### config.mk
export PLATFORM = sky130hd
export DESIGN_NAME = ppa_ram
export DESIGN_NICKNAME = d
export VERILOG_FILES = /design/src/hdl/ppa_ram.sv
export SDC_FILE = /design/constraint.sdc
export NUM_CORES = 1
export LEC_CHECK = 0
export BUFFER_PORTS_ARGS = -buffer_cell sky130_fd_sc_hd__buf_2
export CAP_MARGIN = 30
export CORE_MARGIN = 4
export CORE_UTILIZATION = 60
export CTS_CLUSTER_DIAMETER = 40
export CTS_CLUSTER_SIZE = 16
export DETAILED_ROUTE_END_ITERATION = 6
export PLACE_DENSITY = 0.75
export SLEW_MARGIN = 20
export SYNTH_ARGS = -nofsm -noshare
export SYNTH_HDL_FRONTEND = slang
export SYNTH_SLANG_ARGS = --single-unit
export TNS_END_PERCENT = 100
### constraint.sdc
create_clock -name aclk -period 4.3 [get_ports aclk]
set_input_delay 0.86 -clock aclk [delete_from_list [all_inputs] [get_ports aclk]]
set_output_delay 0.86 -clock aclk [all_outputs]
set_load 0.05 [all_outputs]
### src/hdl/ppa_ram.sv
`default_nettype none

module ppa_ram #(
    parameter int WIDTH = 8,
    parameter int DEPTH = 16,
    parameter int AW    = (DEPTH > 1) ? $clog2(DEPTH) : 1
) (
    input  wire logic             aclk,
    input  wire logic             wr_en,
    input  wire logic [AW-1:0]    wr_addr,
    input  wire logic [WIDTH-1:0] wr_data,
    input  wire logic             rd_en,
    input  wire logic [AW-1:0]    rd_addr,
    output logic      [WIDTH-1:0] rd_data
);

    logic [WIDTH-1:0] mem [DEPTH];
    logic [WIDTH-1:0] rd_data_reg;

    always_ff @(posedge aclk) begin
        if (wr_en) begin
            mem[wr_addr] <= wr_data;
        end
    end

    always_ff @(posedge aclk) begin
        if (rd_en) begin
            rd_data_reg <= mem[rd_addr];
        end
    end

    assign rd_data = rd_data_reg;

endmodule

`default_nettype wire

* After elaboration in Yosys (flattened, before gate mapping)
Memories as Yosys holds them, arrays and structs flattened. A register that Yosys moved wholly into a read port is not among the register bits.
Cells that the tools add are included.
** Operators by class
- Multiplexer cells :: 2
** Operator list (count)
- 2-to-1 mux 1 bit :: 2
** Storage, ports and cells
- Register bits after elaboration :: 0
- Word-level logic and storage cells :: 3
- Memories :: 1
- RAM bits :: 128
** Memories
- mem :: words 16, width 8, rd ports 1, clocked after Yosys merged registers in 1, wr ports 1, RTL line 17 : logic [WIDTH-1:0] mem [DEPTH];

* Longest topological paths before layout
Gate-level depths: netlist of the first run.
- Depth in word-level cells :: 2
- Gate-level depth with buffers :: 5
- Depth with buffers taken out :: 3

* Worst setup path before layout of the first run
Ideal clock, no wire load.
- Path type :: input port to flip-flop
- Start :: input port wr_addr[2]
- End :: memory mem[0][0] (enable)
- Arrival time :: 1.970 ns
- Data required time :: 3.917 ns
- Stages :: 2
- Buffers on the path :: 0
- Slack :: 1.947 ns
- Path through :: or3b_2 > nor3_1
** RTL lines
- start, declared :: RTL line 10 : input wire logic [AW-1:0] wr_addr,
- end, declared :: RTL line 17
Straight into the memory's write port.

==> impl_metrics.ini, run 1 <==
[setup_path]
slowest_delay_ns = 0.57
r2r_start = mem[2][5]
slowest_stage = mux4_1
critPathMaxFanout = 21
path_cells = buf_2 > buf_4 > mux4_1 > a22oi_1 > nand2_1
required_ns = 4.55
critPathBufInv = 2
rr_endpoint = rd_data[5]
reg2reg_depth = 3
critPathLaunch = rd_addr[0]
critPathCapture = rd_data[3]
worstPathArrival_ns = 2.67
crit_family = buffers and inverters
critPathKind = in2reg
crit_path_end_kind = flop
crit_cells = 5
start_kind = input port
regToRegSetupSlack_ns = 2.69

[grt]
grt_first_pass_wirelength_mm = 15.4
grt_max_degree = 33
grt_pass1_vias = 2571
antenna_found_initial = 1
grt_usage_pct = 21.5
grt-ovfl-total = 0

[drt]
drc = 0
route.detailed.vias_per_inst = 6.32
drt-total-wl_mm = 9.78
wl_per_cell_um = 25.2
ant_nets = 0
detail_route.iter0.violations = 216
vias = 2451
firstDrtPassIters = 4

[sta]
fin_crit_sh_pct = 56.3
drv_slew = 0
worstMarginPinSlew_ns = 0.878
rsz0062_at_grt = no
tns_ns = 0
fin_crit_ns = 2.42
setup_viol = 0
hold_ws_ns = 0.734
slew_headroom_pct = 41.3
fmax_mhz = 413
skew_ns = 0.00951
hold_viol_final = 0

[yosys]
ys_top_cells_by_area = edfxtp_1 78%, mux4_2 7.8%, mux4_1 7.0%
synth_cell_type_count = 18
netlist_instances = 229
syn-cell-area_mm2 = 0.00523
yosysTopAreaCell = edfxtp_1
syn_area_per_cell_um2 = 22.8
yosysWarnings = 0
ys_seq_elements = 136
synth_nets = 248
ys_seq_area_share_pct = 78.1
synth_top_area_share_pct = 78.1

[clocking]
cts_tree = yes
post_cts_buffers = 0
cts_buffers = 17
cts_buffer_depth = 2
h-tree-depth = 4
clk-insertion-delay-late_ns = 0.50
clock-sinks = 136
hold_buffers = 0
clk_pin_slew_ns = 0.06
root_buffer = clkbuf_8
ctsResizeCount = 0

[cells_and_area]
diodes = 0
register_area_mm2 = 0.00408
area_growth_pct = 15.7
fin_nets = 290
n_fill_cell = 495
mostFrequentLayoutCell = edfxtp_1
multi_input_area_mm2 = 0.00106
largest_reg_flops = 128
final_cell_mix = 136 x edfxtp_1, 26 x buf_2, 18 x mux4_2, 16 x a22oi_1, 16 x clkbuf_16
drive_gt1_share_pct = 28.3

[pwr]
seqPwrFrac_pct = 48.5
clkPwrFrac_pct = 46.6
max-vdd-ir-drop_mv = 0.312
p_int_uw = 2480
leakagePower_uw = 0.00203
p_comb_share_pct = 4.9
switching_share_pct = 20.0
p_sw_uw = 618
pwr_density_cell_mw_per_mm2 = 512

[floorplan]
dieArea_mm2 = 0.0103
die_y_um = 101
initial_core_util_pct = 62.7
row_count = 33
io_pins = 27
coreArea_mm2 = 0.00834
die_w_um = 101

[placement]
port_buffers = 26
place.gp.congestion = 0.721
dp_hpwl_mm = 6.08

[flow_run]
drv_cap = 0

[hold_path]
hold_path_class = in2reg

[status]
status = finished, final reports clean
==> worst reg2reg max path, stage by stage, from the launching register on <==
cell and delay (ns):
edfxtp_1 0.39, mux4_1 0.51, a22oi_1 0.31, nand2_1 0.13
==> logic make-up (layout without fill, tap and decap cells) <==
logic type / Yosys count / count (layout) / share of synthesized area, %
AO/OA/AOI/OAI: 16 / 16 / 2.30
buffers and inverters: 10 / 64 / 1.65
flip-flops: 136 / 136 / 78.1
multiplexers: 32 / 32 / 14.8
AND/OR/NAND/NOR: 35 / 35 / 3.14
==> per-stage QoR <==
| step | instance area (um^2) | power (uW) | worst slack (ns) | cells | utilization [%] |
|---|---|---|---|---|---|
| 6_report | 6050 | 3100 | 1.88 | 388 | 72.5 |
| 5_1_grt | 6050 | 3200 | 1.73 | 388 | 72.5 |
| 4_1_cts | 6040 | 3120 | 1.84 | 386 | 72.4 |
| 3_5_place_dp | 5440 | 1680 | 1.36 | 355 | 65.2 |
| 3_3_place_gp | 5440 | 1670 | 1.34 | 355 | 65.2 |
| 2_1_floorplan | 5230 | 1630 | 1.95 | 229 | - |
==> worst min path at each step <==
stage,start,end,slack (ns),depth (start not counted)
3_5_place_dp,mem[15][3],rd_data[3],0.74,3
3_3_place_gp,mem[11][2],rd_data[2],0.73,3
6_report,rd_en,rd_data[2],0.73,1
5_1_grt,rd_en,rd_data[7],0.72,1
4_1_cts,wr_data[2],mem[15][2],0.71,1
2_1_floorplan,mem[7][0],rd_data[0],0.70,3
==> power by group through the flow <==
stage | logic, uW | clock network [uW] | registers [uW]
after CTS | 152 | 1460 | 1500
after detailed placement | 150 | 0 | 1530
after floorplan | 75.4 | 0 | 1550
after global routing | 163 | 1540 | 1500
after global placement | 146 | 0 | 1530
final | 151 | 1440 | 1500
==> cells in the mapped netlist <==
master           number
edfxtp_1            136
buf_6                 3
nand2_1               9
nand3_1               1
and2b_1               1
nand2b_1              2
nor2b_1               1
nor3_1                4
or3b_2                1
buf_4                 1
mux4_1               14
and2_1                1
mux4_2               18
nor2_1               13
nand3b_1              2
clkdlybuf4s25_2       3
a22oi_1              16
buf_2                 3
==> per-layer routing <==
| metal | global-route usage [%] | up-vias | wire length (um) |
|---|---|---|---|
| li1 | - | 1070 | - |
| met1 | 30.4 | 1246 | 3790 |
| met2 | 33.1 | 123 | 4950 |
| met3 | 4.75 | 10 | 908 |
| met4 | 8.90 | 2 | 120 |
| met5 | 0 | - | 7 |
==> cell type report <==
cell class	instances	area share (%)
clock inverters	14	3.00
repair buffers	33	3.02
flip-flops and latches	136	67.5
well taps	105	2.17
multi-input cells	83	17.5
clock buffers	17	6.84
(Power assumes the default switching activity.)
==> run 2: changes to the inputs <==
==> constraint.sdc (replaced) <==
create_clock -name aclk -period 2.5 [get_ports aclk]
set_input_delay 0.5 -clock aclk [delete_from_list [all_inputs] [get_ports aclk]]
set_output_delay 0.5 -clock aclk [all_outputs]
set_load 0.05 [all_outputs]
==> impl_metrics.ini, run 2 (synthesis gave the netlist of run 1 again) <==
[drt]
route.detailed.vias_per_inst = 6.40
drt-total-wl_mm = 10.1
drc = 0
ant_nets = 0
wl_per_cell_um = 25.3
firstDrtPassIters = 5
detail_route.iter0.violations = 215
vias = 2565

[sta]
fmax_mhz = 604
hold_ws_ns = 0.349
drv_slew = 0
worst_slack_ns = 0.846
skew_ns = 0.00826
tns_ns = 0
slew_headroom_pct = 58.5
hold_viol_final = 0
fin_crit_ns = 1.65
rsz0062_at_grt = no
fin_crit_sh_pct = 66.2
worstMarginPinSlew_ns = 0.620
setup_viol = 0

[floorplan]
coreArea_mm2 = 0.00834
die_w_um = 101
die_y_um = 101
row_count = 33
dieArea_mm2 = 0.0103
io_pins = 27
initial_core_util_pct = 62.7

[pwr]
pwr_density_cell_mw_per_mm2 = 851
leakagePower_uw = 0.00210
max-vdd-ir-drop_mv = 0.587

[clocking]
ctsResizeCount = 0
clk_pin_slew_ns = 0.06
hold_buffers = 0
cts_buffers = 17
clock-sinks = 136
cts_tree = yes
post_cts_buffers = 0
cts_buffer_depth = 2
h-tree-depth = 4
clk-insertion-delay-late_ns = 0.51
root_buffer = clkbuf_8

[cells_and_area]
n_fill_cell = 469
final_cell_mix = 136 x edfxtp_1, 26 x buf_2, 18 x mux4_2, 18 x buf_4
drive_gt1_share_pct = 32.1
diodes = 0
mostFrequentLayoutCell = edfxtp_1
utilization_pct = 73.7
fin_nets = 303
area_growth_pct = 17.7
final_cells = 401
largest_reg_flops = 128

[grt]
top_usage_layer = met2
grt_use_met1_pct = 31.4
grt_first_pass_wirelength_mm = 15.7
use_met2_pct = 32.6
grt_usage_pct = 22.2
antenna_found_initial = 0
grt_max_degree = 33
grt_pass1_vias = 2648
grt-ovfl-total = 0
grt_use_met3_pct = 6.75

[placement]
post-place-ws_ns = 0.405
placedCellCount = 370
place.gp.congestion = 0.754
port_buffers = 26
dp_hpwl_mm = 6.05

[setup_path]
critPathBufInv = 1
worstPathArrival_ns = 1.15
crit_family = flip-flops
regToRegSetupSlack_ns = 1.00
path_cells = buf_2
crit_cells = 1
slowest_delay_ns = 0.41
rr_endpoint = rd_data[6]
slowest_stage = edfxtp_1
r2r_start = mem[3][6]
required_ns = 2.00
critPathKind = reg2out
reg2reg_depth = 3
critPathMaxFanout = 1
start_kind = flop
crit_path_end_kind = output port

[hold_path]
whs_path_depth = 1
min-delay-start = rd_en
hold_end = rd_data[4]
hold_path_class = in2reg

[flow_run]
drv_cap = 0

[status]
status = finished, final reports clean
==> run 2: report_power, final <==
group	internal, uW	switching (uW)
Clock	1500	879
Sequential	2570	15.4
Combinational	101	169
==> run 2: metrics by stage <==
step,area (um^2),power [uW]
after global placement,5580,2890
after floorplan,5230,2800
after CTS,6150,5270
after detailed placement,5580,2900
after global routing,6150,5410
final,6150,5230
==> run 2: worst max-delay path by stage <==
stage               slack, ns    endpoint  startpoint
finish                   0.85  rd_data[1]  rd_data[1]
global route             0.81  rd_data[6]  rd_data[6]
CTS                      0.83  rd_data[1]  rd_data[1]
detailed placement       0.41  rd_data[3]  rd_addr[0]
global placement         0.44  rd_data[4]  rd_addr[0]
floorplan                0.51   mem[0][0]  wr_addr[2]
==> run 2: cell type report <==
class	count	area [um^2]	share of cell area (%)
multi-input combinational	83	1060	17.2
timing repair buffer	46	305	4.96
clock buffer	17	414	6.73
clock inverter	14	159	2.58
sequential	136	4080	66.4
tap	105	131	2.14
==> run 2: routing by layer <==
layer | part of all wire (%) | routed length [um] | vias up
met1 | 40 | 4040 | 1320
met5 | 0 | 0 | -
met2 | 50 | 5070 | 138
li1 | - | - | 1094
met3 | 8.4 | 846 | 13
met4 | 1.7 | 171 | 0
