[config.mk]
export PLATFORM = sky130hd
export DESIGN_NAME = ppa_ctrl
export DESIGN_NICKNAME = d
export VERILOG_FILES = /design/src/hdl/ppa_pkg.sv /design/src/hdl/ppa_ctrl.sv
export SDC_FILE = /design/constraint.sdc
export NUM_CORES = 1
export LEC_CHECK = 0
export BUFFER_PORTS_ARGS = -buffer_cell sky130_fd_sc_hd__buf_4
export CORE_ASPECT_RATIO = 1.2
export CORE_MARGIN = 5
export CORE_UTILIZATION = 50
export CTS_CLUSTER_DIAMETER = 50
export DETAILED_ROUTE_END_ITERATION = 7
export PLACE_DENSITY_LB_ADDON = 0.1
export SYNTH_ARGS = -nofsm -noshare
export SYNTH_HDL_FRONTEND = slang
export SYNTH_SLANG_ARGS = --single-unit
export TNS_END_PERCENT = 30
[constraint.sdc]
create_clock -name aclk -period 8.2 [get_ports aclk]
set_clock_uncertainty 0.2 [all_clocks]
set_input_delay 2.05 -clock aclk [delete_from_list [all_inputs] [get_ports aclk]]
set_output_delay 2.05 -clock aclk [all_outputs]
set_load 0.02 [all_outputs]
[src/hdl/ppa_pkg.sv]
`default_nettype none

package ppa_pkg;

    localparam int ACTION_W = 2;
    localparam int FIELD_W  = 40;
    localparam int STATUS_W = 3;
    localparam int COUNT_W  = 41;
    localparam int AVAIL_W  = 42;
    localparam int LEFT_W   = 40;

    localparam logic [COUNT_W-1:0] COUNT_MAX = '1;

    typedef enum logic [ACTION_W-1:0] {
        ACT_ALLOC = 2'd0,
        ACT_FREE  = 2'd1,
        ACT_ADD   = 2'd2,
        ACT_NONE  = 2'd3
    } action_t;

    typedef enum logic [STATUS_W-1:0] {
        STAT_OK      = 3'd0,
        STAT_OOM     = 3'd1,
        STAT_FULL    = 3'd2,
        STAT_IGNORED = 3'd3,
        STAT_REGFULL = 3'd4
    } status_t;

    typedef enum logic [2:0] {
        S_IDLE,
        S_EXEC,
        S_REF_CHECK,
        S_REF_LOAD,
        S_CARVE,
        S_HDR,
        S_POP,
        S_RESULT
    } state_t;

    typedef struct packed {
        logic [AVAIL_W-1:0] available;
        status_t            status;
        logic [FIELD_W-1:0] alloc_frame;
    } result_t;

endpackage

`default_nettype wire

[src/hdl/ppa_ctrl.sv]
`default_nettype none

module ppa_ctrl #(
    parameter int FREE_DEPTH   = 1024,
    parameter int REGION_DEPTH = 16,
    parameter int REFILL_PAGES = 4,
    parameter int FRAME_BITS   = 40,
    parameter int FA_W = $clog2(FREE_DEPTH),
    parameter int RA_W = (REGION_DEPTH > 1) ? $clog2(REGION_DEPTH) : 1,
    parameter int RW   = 2 * FRAME_BITS + ppa_pkg::LEFT_W
) (
    input  wire logic                              aclk,
    input  wire logic                              aresetn,
    input  wire logic                              in_valid,
    output logic                                   in_ready,
    input  wire logic [ppa_pkg::ACTION_W-1:0]      in_action,
    input  wire logic [ppa_pkg::FIELD_W-1:0]       in_frame,
    input  wire logic [ppa_pkg::FIELD_W-1:0]       in_pages,
    input  wire logic                              in_usable,
    output logic                                   res_valid,
    input  wire logic                              res_ready,
    output ppa_pkg::result_t                       res,
    output logic                                   fr_wr_en,
    output logic [FA_W-1:0]                        fr_wr_addr,
    output logic [FRAME_BITS-1:0]                  fr_wr_data,
    output logic                                   fr_rd_en,
    output logic [FA_W-1:0]                        fr_rd_addr,
    input  wire logic [FRAME_BITS-1:0]             fr_rd_data,
    output logic                                   rg_wr_en,
    output logic [RA_W-1:0]                        rg_wr_addr,
    output logic [RW-1:0]                          rg_wr_data,
    output logic                                   rg_rd_en,
    output logic [RA_W-1:0]                        rg_rd_addr,
    input  wire logic [RW-1:0]                     rg_rd_data
);

    import ppa_pkg::*;

    localparam int FT_W = $clog2(FREE_DEPTH + 1);
    localparam int RT_W = $clog2(REGION_DEPTH + 1);
    localparam int IT_W = $clog2(REFILL_PAGES + 1);
    localparam int FB   = FRAME_BITS;

    state_t              state_reg, state_next;
    action_t             act_reg;
    logic [FB-1:0]       frame_reg;
    logic [FIELD_W-1:0]  pages_reg;
    logic                usable_reg;
    logic [FT_W-1:0]     free_top_reg, free_top_next;
    logic [RT_W-1:0]     region_top_reg, region_top_next;
    logic [COUNT_W-1:0]  count_reg, count_next;
    logic [FB-1:0]       cur_header_reg, cur_header_next;
    logic [FB-1:0]       cur_base_reg, cur_base_next;
    logic [LEFT_W-1:0]   cur_left_reg, cur_left_next;
    logic                loaded_reg, loaded_next;
    logic [IT_W-1:0]     iter_reg, iter_next;
    logic                got_sel_reg, got_sel_next;
    status_t             status_reg, status_next;

    logic                push_req, push_counted, push_do;
    logic [FB-1:0]       push_frame;
    status_t             push_stat;
    logic [COUNT_W-1:0]  cnt_inc;
    logic                cnt_dec;
    logic [AVAIL_W-1:0]  cnt_sum;
    logic [63:0]         frame_wide, carve_wide, got_wide;
    logic [LEFT_W-1:0]   left_m1;
    logic [RT_W-1:0]     rtop_m1;
    logic [FT_W-1:0]     ftop_m1;
    logic                room_two, refill_go;

    assign frame_wide = {24'd0, in_frame};
    assign left_m1    = cur_left_reg - LEFT_W'(1);
    assign carve_wide = 64'(cur_base_reg) + 64'(left_m1);
    assign rtop_m1    = region_top_reg - RT_W'(1);
    assign ftop_m1    = free_top_reg - FT_W'(1);
    assign room_two   = ({1'b0, free_top_reg} + (FT_W+1)'(2)) <= (FT_W+1)'(FREE_DEPTH);
    assign refill_go  = (iter_reg < IT_W'(REFILL_PAGES)) && (region_top_reg != '0) && room_two;

    // common push path: zero frames and a full stack are refused
    always_comb begin
        push_do   = 1'b0;
        push_stat = STAT_OK;
        if (push_frame == '0) begin
            push_stat = STAT_IGNORED;
        end else if (free_top_reg >= FT_W'(FREE_DEPTH)) begin
            push_stat = STAT_FULL;
        end else begin
            push_do = push_req;
        end
    end

    assign fr_wr_en   = push_do;
    assign fr_wr_addr = free_top_reg[FA_W-1:0];
    assign fr_wr_data = push_frame;
    assign fr_rd_addr = ftop_m1[FA_W-1:0];
    assign rg_rd_addr = rtop_m1[RA_W-1:0];

    always_comb begin
        state_next      = state_reg;
        free_top_next   = free_top_reg;
        region_top_next = region_top_reg;
        cur_header_next = cur_header_reg;
        cur_base_next   = cur_base_reg;
        cur_left_next   = cur_left_reg;
        loaded_next     = loaded_reg;
        iter_next       = iter_reg;
        got_sel_next    = got_sel_reg;
        status_next     = status_reg;
        push_req        = 1'b0;
        push_counted    = 1'b0;
        push_frame      = '0;
        cnt_inc         = '0;
        cnt_dec         = 1'b0;
        fr_rd_en        = 1'b0;
        rg_wr_en        = 1'b0;
        rg_wr_addr      = region_top_reg[RA_W-1:0];
        rg_wr_data      = {frame_reg, frame_reg + FB'(1), pages_reg - LEFT_W'(1)};
        rg_rd_en        = 1'b0;
        in_ready        = 1'b0;
        res_valid       = 1'b0;

        unique case (state_reg)
            S_IDLE: begin
                in_ready     = 1'b1;
                iter_next    = '0;
                got_sel_next = 1'b0;
                loaded_next  = 1'b0;
                if (in_valid) begin
                    state_next = S_EXEC;
                end
            end
            S_EXEC: begin
                state_next = S_RESULT;
                unique case (act_reg)
                    ACT_ALLOC: begin
                        if (free_top_reg == '0 && region_top_reg != '0) begin
                            state_next = S_REF_CHECK;
                        end else begin
                            state_next = S_POP;
                        end
                    end
                    ACT_FREE: begin
                        push_req    = 1'b1;
                        push_frame  = frame_reg;
                        status_next = push_stat;
                    end
                    ACT_ADD: begin
                        if (!usable_reg || pages_reg == '0) begin
                            status_next = STAT_IGNORED;
                        end else if (pages_reg == FIELD_W'(1)) begin
                            push_req    = 1'b1;
                            push_frame  = frame_reg;
                            status_next = push_stat;
                        end else if (region_top_reg >= RT_W'(REGION_DEPTH)) begin
                            status_next = STAT_REGFULL;
                        end else begin
                            rg_wr_en        = 1'b1;
                            region_top_next = region_top_reg + RT_W'(1);
                            cnt_inc         = {1'b0, pages_reg - LEFT_W'(1)};
                            status_next     = STAT_OK;
                        end
                    end
                    default: begin
                        status_next = STAT_IGNORED;
                    end
                endcase
                if (push_do) begin
                    free_top_next = free_top_reg + FT_W'(1);
                    cnt_inc       = COUNT_W'(1);
                end
            end
            S_REF_CHECK: begin
                if (refill_go) begin
                    if (loaded_reg) begin
                        state_next = S_CARVE;
                    end else begin
                        rg_rd_en   = 1'b1;
                        state_next = S_REF_LOAD;
                    end
                end else begin
                    if (loaded_reg) begin
                        rg_wr_en    = 1'b1;
                        rg_wr_addr  = rtop_m1[RA_W-1:0];
                        rg_wr_data  = {cur_header_reg, cur_base_reg, cur_left_reg};
                        loaded_next = 1'b0;
                    end
                    state_next = S_POP;
                end
            end
            S_REF_LOAD: begin
                {cur_header_next, cur_base_next, cur_left_next} = rg_rd_data;
                loaded_next = 1'b1;
                state_next  = S_CARVE;
            end
            S_CARVE: begin
                iter_next = iter_reg + IT_W'(1);
                if (cur_left_reg == '0) begin
                    state_next = S_HDR;
                end else begin
                    push_req      = 1'b1;
                    push_counted  = 1'b1;
                    push_frame    = carve_wide[FB-1:0];
                    cur_left_next = left_m1;
                    if (push_do) begin
                        free_top_next = free_top_reg + FT_W'(1);
                    end else begin
                        cnt_dec = 1'b1;
                    end
                    state_next = (left_m1 == '0) ? S_HDR : S_REF_CHECK;
                end
            end
            S_HDR: begin
                region_top_next = rtop_m1;
                loaded_next     = 1'b0;
                push_req        = 1'b1;
                push_frame      = cur_header_reg;
                if (push_do) begin
                    free_top_next = free_top_reg + FT_W'(1);
                    cnt_inc       = COUNT_W'(1);
                end
                state_next = S_REF_CHECK;
            end
            S_POP: begin
                if (free_top_reg == '0) begin
                    status_next  = STAT_OOM;
                    got_sel_next = 1'b0;
                end else begin
                    fr_rd_en      = 1'b1;
                    free_top_next = ftop_m1;
                    cnt_dec       = 1'b1;
                    status_next   = STAT_OK;
                    got_sel_next  = 1'b1;
                end
                state_next = S_RESULT;
            end
            S_RESULT: begin
                res_valid = 1'b1;
                if (res_ready) begin
                    state_next = S_IDLE;
                end
            end
            default: begin
                state_next = S_IDLE;
            end
        endcase
    end

    // saturating count update
    assign cnt_sum = {1'b0, count_reg} + {1'b0, cnt_inc};
    always_comb begin
        if (cnt_dec) begin
            count_next = (count_reg == '0) ? '0 : count_reg - COUNT_W'(1);
        end else if (cnt_sum > {1'b0, COUNT_MAX}) begin
            count_next = COUNT_MAX;
        end else begin
            count_next = cnt_sum[COUNT_W-1:0];
        end
    end

    assign got_wide        = got_sel_reg ? 64'(fr_rd_data) : 64'd0;
    assign res.alloc_frame = got_wide[FIELD_W-1:0];
    assign res.status      = status_reg;
    assign res.available   = {1'b0, count_reg};

    always_ff @(posedge aclk) begin
        if (!aresetn) begin
            state_reg      <= S_IDLE;
            free_top_reg   <= '0;
            region_top_reg <= '0;
            count_reg      <= '0;
            loaded_reg     <= 1'b0;
            iter_reg       <= '0;
            got_sel_reg    <= 1'b0;
            status_reg     <= STAT_OK;
        end else begin
            state_reg      <= state_next;
            free_top_reg   <= free_top_next;
            region_top_reg <= region_top_next;
            count_reg      <= count_next;
            loaded_reg     <= loaded_next;
            iter_reg       <= iter_next;
            got_sel_reg    <= got_sel_next;
            status_reg     <= status_next;
        end
    end

    always_ff @(posedge aclk) begin
        cur_header_reg <= cur_header_next;
        cur_base_reg   <= cur_base_next;
        cur_left_reg   <= cur_left_next;
        if (in_valid && in_ready) begin
            act_reg    <= action_t'(in_action);
            frame_reg  <= frame_wide[FB-1:0];
            pages_reg  <= in_pages;
            usable_reg <= in_usable;
        end
    end

endmodule

`default_nettype wire

== Yosys cells after proc, flatten, opt, wreduce, memory -nomap -nowiden ==
Index checks and enable logic that the tools add are counted.
Word-level totals
  word-level logic and storage cells: 160
  bits in writable memories: 0
  memories kept: 0
  bits of input ports: 247
  output and inout port bits: 279
  flip-flop bits (word level): 271
  bits in read-only memories: 0
  latch bits: 0
Cells by class
  bitwise operators: 0
  reduce and logical (&&, ||, !) cells: 30
  eq/ne operators: 20
  add/subtract/negate cells: 12
  mux-type cells: 78
  shifts and indexed selects: 0
  $lt $le $gt $ge: 5
  div/mod/pow operators: 0
  multiply operators: 0
Operators with widths (number)
  $mux 120: 3
  $mux 40: 9
  $mux 41: 4
  $logic_not 40->1: 4
  $pmux 40 s2: 2
  $pmux 40 s3: 1
  $pmux 41 s2: 1
  $sub 40x1->40 const B: 2
  $add 41x41->42: 1
  $gt 42x41->1 const B: 1
  $logic_not 41->1: 1
  $sub 41x1->41 const B: 1
  $add 40x1->40 const B: 1
  $add 40x40->40: 1
  $eq 40x1->1 const B: 1
  $mux 11: 3
  $mux 3: 11
  $pmux 11 s3: 1
  $pmux 3 s8: 1
  $mux 1: 23
  $mux 5: 4
  $ne 2x2->1 const B: 9
  $add 11x2->12 const B: 1
  $eq 3x3->1 const B: 4
  other kinds (34): 55

== Depth between registers and ports, before layout ==
Gate-level depths: netlist of run 1.
  word-level depth: 13
  mapped depth: 39
  depth with buffers taken out: 35

== Worst setup path before layout of run 1 ==
OpenSTA, ideal clock, no wires.
  path kind: register to register
  from: register cur_left_reg[7]
  to: register count_reg[40]
  path buffers: 5
  period minus slack after synthesis: 9.304 ns
  path slack: -1.104 ns
  data arrival time: 8.984 ns
  cell stages (with the launch flop): 35
  path through: edfxtp_1 -> clkbuf_1 -> or4_1 -> clkbuf_1 -> or4_1 -> or3_1 -> nor4_1 -> xor2_1 -> ha_1 -> clkbuf_1 -> nand4_1 -> or3_1 -> or3_1 -> o221ai_1 -> xnor2_1 -> o21ai_0 -> and4b_1 -> a31o_2 -> buf_2 -> buf_2 -> a21boi_0 -> ha_1 -> fa_1 -> a211oi_1 -> o21a_1 -> a2111oi_0 -> o21ai_0 -> a31oi_1 -> a211oi_1 -> nor3_1 -> a22oi_1 -> a2111oi_0 -> nand3b_1 -> nor3_1 -> o31a_1
Between the ends
  longest elaborated chain between the ends: 12
Ends and longest elaborated chain
  start, declared: line ppa_ctrl.sv:54  | logic [LEFT_W-1:0] cur_left_reg, cur_left_next;
  start signal, assigned: line ppa_ctrl.sv:291  | cur_left_reg <= cur_left_next;
  $sub 40x1->40: line ppa_ctrl.sv:73  | assign left_m1 = cur_left_reg - LEFT_W'(1);
  $add 40x40->40: line ppa_ctrl.sv:74  | assign carve_wide = 64'(cur_base_reg) + 64'(left_m1);
  $mux 40 (*): line ppa_ctrl.sv:198  | if (cur_left_reg == '0) begin
  $pmux 40 s3 (*): line ppa_ctrl.sv:123  | unique case (state_reg)
  via fr_wr_data[39]: line ppa_ctrl.sv:25  | output logic [FRAME_BITS-1:0] fr_wr_data,
  $logic_not 40->1 (*): line ppa_ctrl.sv:84  | if (push_frame == '0) begin
  $mux 1 (*): line ppa_ctrl.sv:84
  $mux 1 / $mux 41 (equally long branches): line ppa_ctrl.sv:218, ppa_ctrl.sv:168
  $pmux 41 s2: line ppa_ctrl.sv:123
  $add 41x41->42: line ppa_ctrl.sv:250  | assign cnt_sum = {1'b0, count_reg} + {1'b0, cnt_inc};
  $gt 42x41->1: line ppa_ctrl.sv:254  | end else if (cnt_sum > {1'b0, COUNT_MAX}) begin
  $mux 41: line ppa_ctrl.sv:254
  $mux 41 (*): line ppa_ctrl.sv:252  | if (cnt_dec) begin
  end signal, assigned: line ppa_ctrl.sv:280  | count_reg <= count_next;
  end, declared: line ppa_ctrl.sv:51  | logic [COUNT_W-1:0] count_reg, count_next;
Mark *: on every way through the listed nets, which the timed path passes. The rest lies on a longest branch.
A chain may end at the register's enable or synchronous reset.

== Worst setup path in the final report of run 1 ==
  from: register cur_left_reg[14]
  to: register count_reg[38]
Between the ends
  longest elaborated chain between the ends: 12
Ends and longest elaborated chain (line)
  $sub 40x1->40: ppa_ctrl.sv:73
  $add 40x40->40: ppa_ctrl.sv:74
  $mux 40: ppa_ctrl.sv:198
  $pmux 40 s3: ppa_ctrl.sv:123
  $logic_not 40->1: ppa_ctrl.sv:84
  $mux 1: ppa_ctrl.sv:84
  $mux 1 / $mux 41 (equally long branches): ppa_ctrl.sv:218, ppa_ctrl.sv:168
  $pmux 41 s2: ppa_ctrl.sv:123
  $add 41x41->42: ppa_ctrl.sv:250
  $gt 42x41->1: ppa_ctrl.sv:254
  $mux 41: ppa_ctrl.sv:254
  $mux 41 (*): ppa_ctrl.sv:252
Every way passes the cells marked *; elsewhere a longest branch is shown, timed or not.

==> results.toml, run 1 <==
[yosys]
postSynthCellCount = 2466
seq_area_frac_synth = 0.361
synth_flop_cell = "edfxtp_1"
async_reset_ff_frac = 0
synth_fp_nets = 2825
ys_types = 80
synth_edf_count = 203
ys_ff_latch = 271
synth_warnings = 0
syn_area_sq_um = 20600
syn_area_per_cell_sq_um = 8.37
synth_top_cell_by_area = "edfxtp_1"
synth_top_area_share = 0.296
synthTopCellsByArea = "edfxtp_1 (30%), nand2_1 (7.3%), ha_1 (6.7%), dfxtp_1 (6.6%), xnor2_1 (5.5%)"

[clock_network]
clock-sinks = 271
numCtsBuffers = 34
ctsHoldBuffers = 0
clk_pin_slew_ps = 50
cts_tree = "built"
root_buffer = "clkbuf_16"
clk_latency_ps = 560
cts_buffer_depth = 3
cts-htree-levels = 2

[timing]
worst_slack_ps = -75.5
report.final.slew_viol_count = 0
rsz0062_at_grt = "yes"
tightest_slew_ps = 1170
final-setup-viol-count = 2
layout_min_cycle_time_ps = 8280
hold_violations = 0
relSlewSlack = 0.199
fin_crit_sh = 1.01
max_freq_mhz = 121

[critical_path]
cp.required_ps = 8450
critPathMostFrequentCell = "or3_4"
slowest_stage = "or4_4"
end_kind = "flip-flop"
start_kind = "flip-flop"
worst-setup-path-type = "reg -> reg"
crit_path_max_incr_delay_ps = 590
worstPathArrival_ps = 8530
worstPathMaxFanout = 4

[worst_hold_path]
hold_path.class = "reg -> reg"

[detailed_routing]
routed-via-count = 22500
drt_wl_total_mm = 85.1
drt-pass1-iter-count = 8
ant_nets = 0
wire_per_inst_microns = 22.6
drc = 10
via_per_inst = 5.96
initialDrtViolationCount = 2026

[global_route]
grt_pass1_wl_mm = 124
grt_pass1_vias = 21600
antenna_found_initial = 7
grt_start_max_net_pins = 88
grt_usage = 0.346
grt_overflow = 0

[layout]
nets = 3564
fillerInstances = 3094
area_growth_pct = 42.3
drive_gt1_frac = 0.343
largest_reg_flops = 41

[place]
routabilityCongestion = 1.02
post-place-ws_ps = -397
dp_hpwl_mm = 66.8
io_buffers = 524

[status]
outcome = "finished, violations left"
failed_checks = "DRC, setup timing"

[power]
leakagePower_nw = 12.8
ir_drop_v = 0.000882
power_mw = 10.7
power.density_nw_per_um2 = 363

[die]
core-area_sq_um = 40700
die_w_microns = 195
die_height_microns = 233
fp.dieArea_sq_um = 45400
io_pins = 526
placementRows = 81
initial_core_util = 0.506

[flow_run]
drv_cap = 0
==> worst paths after layout <==
path                                                  from                        to  slack [ps]  cells past startpoint
worst min register to register    iter_reg[1]$_SDFFE_PN0P_  iter_reg[1]$_SDFFE_PN0P_         310                      2
worst max-delay path            cur_left_reg[14]$_DFFE_PP_  count_reg[38]$_SDFF_PN0_         -80                     33
worst min-delay path              iter_reg[1]$_SDFFE_PN0P_  iter_reg[1]$_SDFFE_PN0P_         310                      2
worst max register to register  cur_left_reg[14]$_DFFE_PP_  count_reg[38]$_SDFF_PN0_         -80                     33
==> report_power, final <==
part | internal, mW | leakage, nW | total, mW | switching, mW
Clock | 0.805 | 0.506 | 1.42 | 0.617
Combinational | 2.80 | 9.83 | 6.89 | 4.09
Sequential | 1.88 | 2.42 | 2.34 | 0.458
==> cell families after synthesis <==
family	after synthesis	synth area share
AOI/OAI and AO/OA	580	0.184
xor gates and xnor gates	233	0.0989
adders and majority gates	112	0.0687
buffers and inverters	224	0.0446
DFF	271	0.361
muxes	13	0.00643
other	1	0.000182
and+or+nand+nor	1032	0.236
==> what timing repair did <==
item / in CTS / in global routing
buffers inserted: 18 / 21
resized for setup: 33 / 179
setup endpoints to repair: 42 / 42
pin swaps: 22 / 75
==> cells in the mapped netlist, drive strengths merged (5+ instances only) <==
cell type and count:
a21boi 7, nor3 66, a221oi 11, o21bai 9, o21a 18, or2 13, nand3 61, nand2 400
and4 10, xor2 104, nand3b 10, or3 25, a211oi 16, xnor2 129, o211a 5, a2111oi 6
o21ai 133, mux2i 11, ha 110, nor2b 8, or4 25, nand2b 25, buf 31, a311oi 28
a22oi 44, o311a 5, and2 57, nor4 34, a21o 31, o211ai 14, edfxtp 203, nand4 26
nor2 236, and3 23, inv 91, a21oi 179, a222oi 14, o22ai 10, a31oi 14, dfxtp 68
nor3b 6, clkbuf 101
==> routing by layer <==
metal	routed length [microns]	vias to the layer above	global-route usage
met3	6780	242	0.0640
li1	-	10300	-
met5	40	-	0
met4	4760	6	0.166
met1	33000	10700	0.432
met2	40500	1219	0.581
==> placed cells by master (no fill, tap or decap), types with 12 or more instances in the layout <==
cell and n:
nand4_1 26, nor4_1 25, nand2b_1 24, clkbuf_16 34, edfxtp_1 203, a21o_1 31, nor2_2 12, ha_1 89
a22oi_2 16, o211ai_1 14, and3_1 22, or3_1 19, a22oi_1 28, a21oi_2 29, or4_1 18, nand3_1 54
o21a_1 18, buf_4 823, a222oi_1 14, and2_1 55, ha_4 16, a311oi_1 27, nand2_1 398, nor2_1 217
xnor2_1 118, xor2_1 98, nor3_1 51, o21ai_0 112, dfxtp_1 68, a21oi_1 146, inv_1 83
==> cell type report <==
cell class / instances / area, sq um / area share
multi-input cells: 1971 / 13400 / 0.458
flip-flops and latches: 271 / 7460 / 0.254
repair buffers: 835 / 6370 / 0.217
clock buffers: 40 / 873 / 0.0298
well taps: 539 / 674 / 0.0230
inverters: 92 / 347 / 0.0118
clock inverters: 21 / 166 / 0.00567
diodes: 4 / 10.0 / 0.000341
==> per-stage QoR <==
stage / instances / instance area, sq um / TNS [ps] / utilization / hold WS [ps]
3_3_place_gp: 3669 / 26900 / -2200 / 0.661 / 263
4_1_cts: 3748 / 28200 / -27.8 / 0.693 / 310
3_5_place_dp: 3669 / 26900 / -7130 / 0.661 / 302
2_1_floorplan: 2466 / 20800 / -227 / - / 253
6_report: 3773 / 29300 / -88.3 / 0.720 / 309
5_1_grt: 3773 / 29300 / -1340 / 0.720 / 346
==> worst max-delay path: cells and delay by family, from the launching register on <==
family | cells | cell delay (ps)
buf+inv | 4 | 600
compound gates | 14 | 2670
simple gates | 9 | 3140
fa+ha+maj | 3 | 730
flops | 1 | 380
xor+xnor | 3 | 450
No activity file was read; power rests on OpenSTA's default activity.
==> run 2: changes to the inputs <==
Settings changed: CORE_ASPECT_RATIO 1.2 to not set.
==> results.toml, run 2 (synthesis gave the netlist of run 1 again) <==
[status]
outcome = "completed"

[worst_hold_path]
hold_path.class = "reg -> reg"

[timing]
relSlewSlack = 0.169
hold_violations = 0
tightest_slew_ps = 1250
report.final.slew_viol_count = 0
rsz0062_at_grt = "yes"
fin_crit_sh = 0.997
final-setup-viol-count = 0
layout_min_cycle_time_ps = 8180
max_freq_mhz = 122

[detailed_routing]
initialDrtViolationCount = 2124
ant_nets = 0
drc = 0
via_per_inst = 5.87
wire_per_inst_microns = 22.1
routed-via-count = 22300
drt-pass1-iter-count = 7
drt_wl_total_mm = 83.7

[global_route]
grt_pass1_vias = 21700
grt_usage = 0.346
antenna_found_initial = 0
grt_overflow = 0
grt_start_max_net_pins = 89
grt_pass1_wl_mm = 123

[critical_path]
cp.required_ps = 8410
r2r-end = "count_reg[36]$_SDFF_PN0_"
worstPathArrival_ps = 8390
reg2regPathDepth = 36
reg2reg_slack_ps = 20
slowest_stage = "or4_4"
cp-endpoint = "count_reg[36]$_SDFF_PN0_"
crit_path_max_incr_delay_ps = 590
worstPathMaxFanout = 7
start_kind = "flip-flop"
crit_path_start = "cur_left_reg[10]$_DFFE_PP_"
worst-setup-path-type = "reg -> reg"
end_kind = "flip-flop"
reg2reg_from = "cur_left_reg[10]$_DFFE_PP_"

[power]
leakagePower_nw = 12.9
power_frac_clock = 0.147
sw_frac_of_total = 0.479
p_switching_mw = 5.17
power_frac_seq = 0.219
p_int_mw = 5.63
ir_drop_v = 0.000780
power_mw = 10.8
power.density_nw_per_um2 = 367
combPwrFrac = 0.635

[place]
dp_hpwl_mm = 65.7
io_buffers = 524
place_inst = 3693
routabilityCongestion = 0.986

[clock_network]
clk_latency_ps = 570
root_buffer = "clkbuf_16"
cts-htree-levels = 2
clock-sinks = 271
cts_tree = "built"
numCtsBuffers = 37
cts_buffer_depth = 3
ctsHoldBuffers = 0
clk_pin_slew_ps = 60

[die]
die_w_microns = 213
placementRows = 74
fp.dieArea_sq_um = 45400
die_height_microns = 213
io_pins = 526
core-area_sq_um = 40800
initial_core_util = 0.505

[layout]
antenna_cells_inserted = 0
instances_no_fill = 3795
largest_reg_flops = 41
nets = 3594
final_cell_mix = "buf_4 (856), nand2_1 (397), nor2_1 (215), edfxtp_1 (203), a21oi_1 (155)"
area_growth_pct = 42.6
fin_util = 0.721
layout_commonest_cell = "buf_4"
drive_gt1_frac = 0.342

[flow_run]
drv_cap = 0
## run 2: repair_timing
action,4_1_cts,5_1_grt
buffers inserted,9,26
setup endpoints to repair,42,42
pin swaps,12,68
resized for setup,34,139
hold endpoints to repair,0,0
## run 2: critical path, delay by kind of cell, from the launching register on
family,cells,cell delay [ps]
DFF,1,400
AOI/OAI and AO/OA,16,3010
adders and majority gates,2,530
xor gates and xnor gates,2,390
and+or+nand+nor,11,2650
buffers and inverters,5,810
## run 2: worst min-delay path by stage
stage / start / to / slack (ps) / cells past startpoint
after floorplan: iter_reg[1]$_SDFFE_PN0P_ / iter_reg[1]$_SDFFE_PN0P_ / 250 / 2
after detailed placement: iter_reg[1]$_SDFFE_PN0P_ / iter_reg[1]$_SDFFE_PN0P_ / 280 / 2
after global routing: iter_reg[1]$_SDFFE_PN0P_ / iter_reg[1]$_SDFFE_PN0P_ / 320 / 2
after global placement: iter_reg[1]$_SDFFE_PN0P_ / iter_reg[1]$_SDFFE_PN0P_ / 260 / 2
final: iter_reg[1]$_SDFFE_PN0P_ / iter_reg[1]$_SDFFE_PN0P_ / 290 / 2
after CTS: iter_reg[1]$_SDFFE_PN0P_ / iter_reg[1]$_SDFFE_PN0P_ / 290 / 2
## run 2: cell type report
cell class | instances | area [sq um]
flip-flops and latches | 271 | 7460
multi-input cells | 1971 | 13200
repair buffers | 862 | 6520
clock inverters | 24 | 200
inverters | 92 | 347
clock buffers | 43 | 1000
fillers | 3119 | 11400
well taps | 532 | 666
## run 2: power by group through the flow
stage	combinational [mW]	sequential, mW	clock, mW
floorplan	4.06	2.27	0
global placement	6.26	2.33	0
detailed placement	6.37	2.34	0
CTS	6.53	2.32	1.60
global route	7.31	2.39	1.66
finish	6.85	2.36	1.58
## run 2: metrics by stage
stage / hold WS (ps) / worst slack (ps) / area [sq um] / TNS (ps)
5_1_grt: 324 / -282 / 29400 / -4290
4_1_cts: 285 / -2.89 / 28500 / -2.89
6_report: 287 / 23.0 / 29400 / 0
3_3_place_gp: 262 / -410 / 27100 / -10350
2_1_floorplan: 253 / -115 / 20800 / -227
3_5_place_dp: 277 / -523 / 27100 / -12290
## run 2: layer usage
metal	track usage	wire length, microns	vias to the layer above
li1	-	-	10400
met1	0.466	33700	10500
met2	0.564	39400	1149
met3	0.0470	6970	187
met4	0.142	3670	0
met5	0	0	-
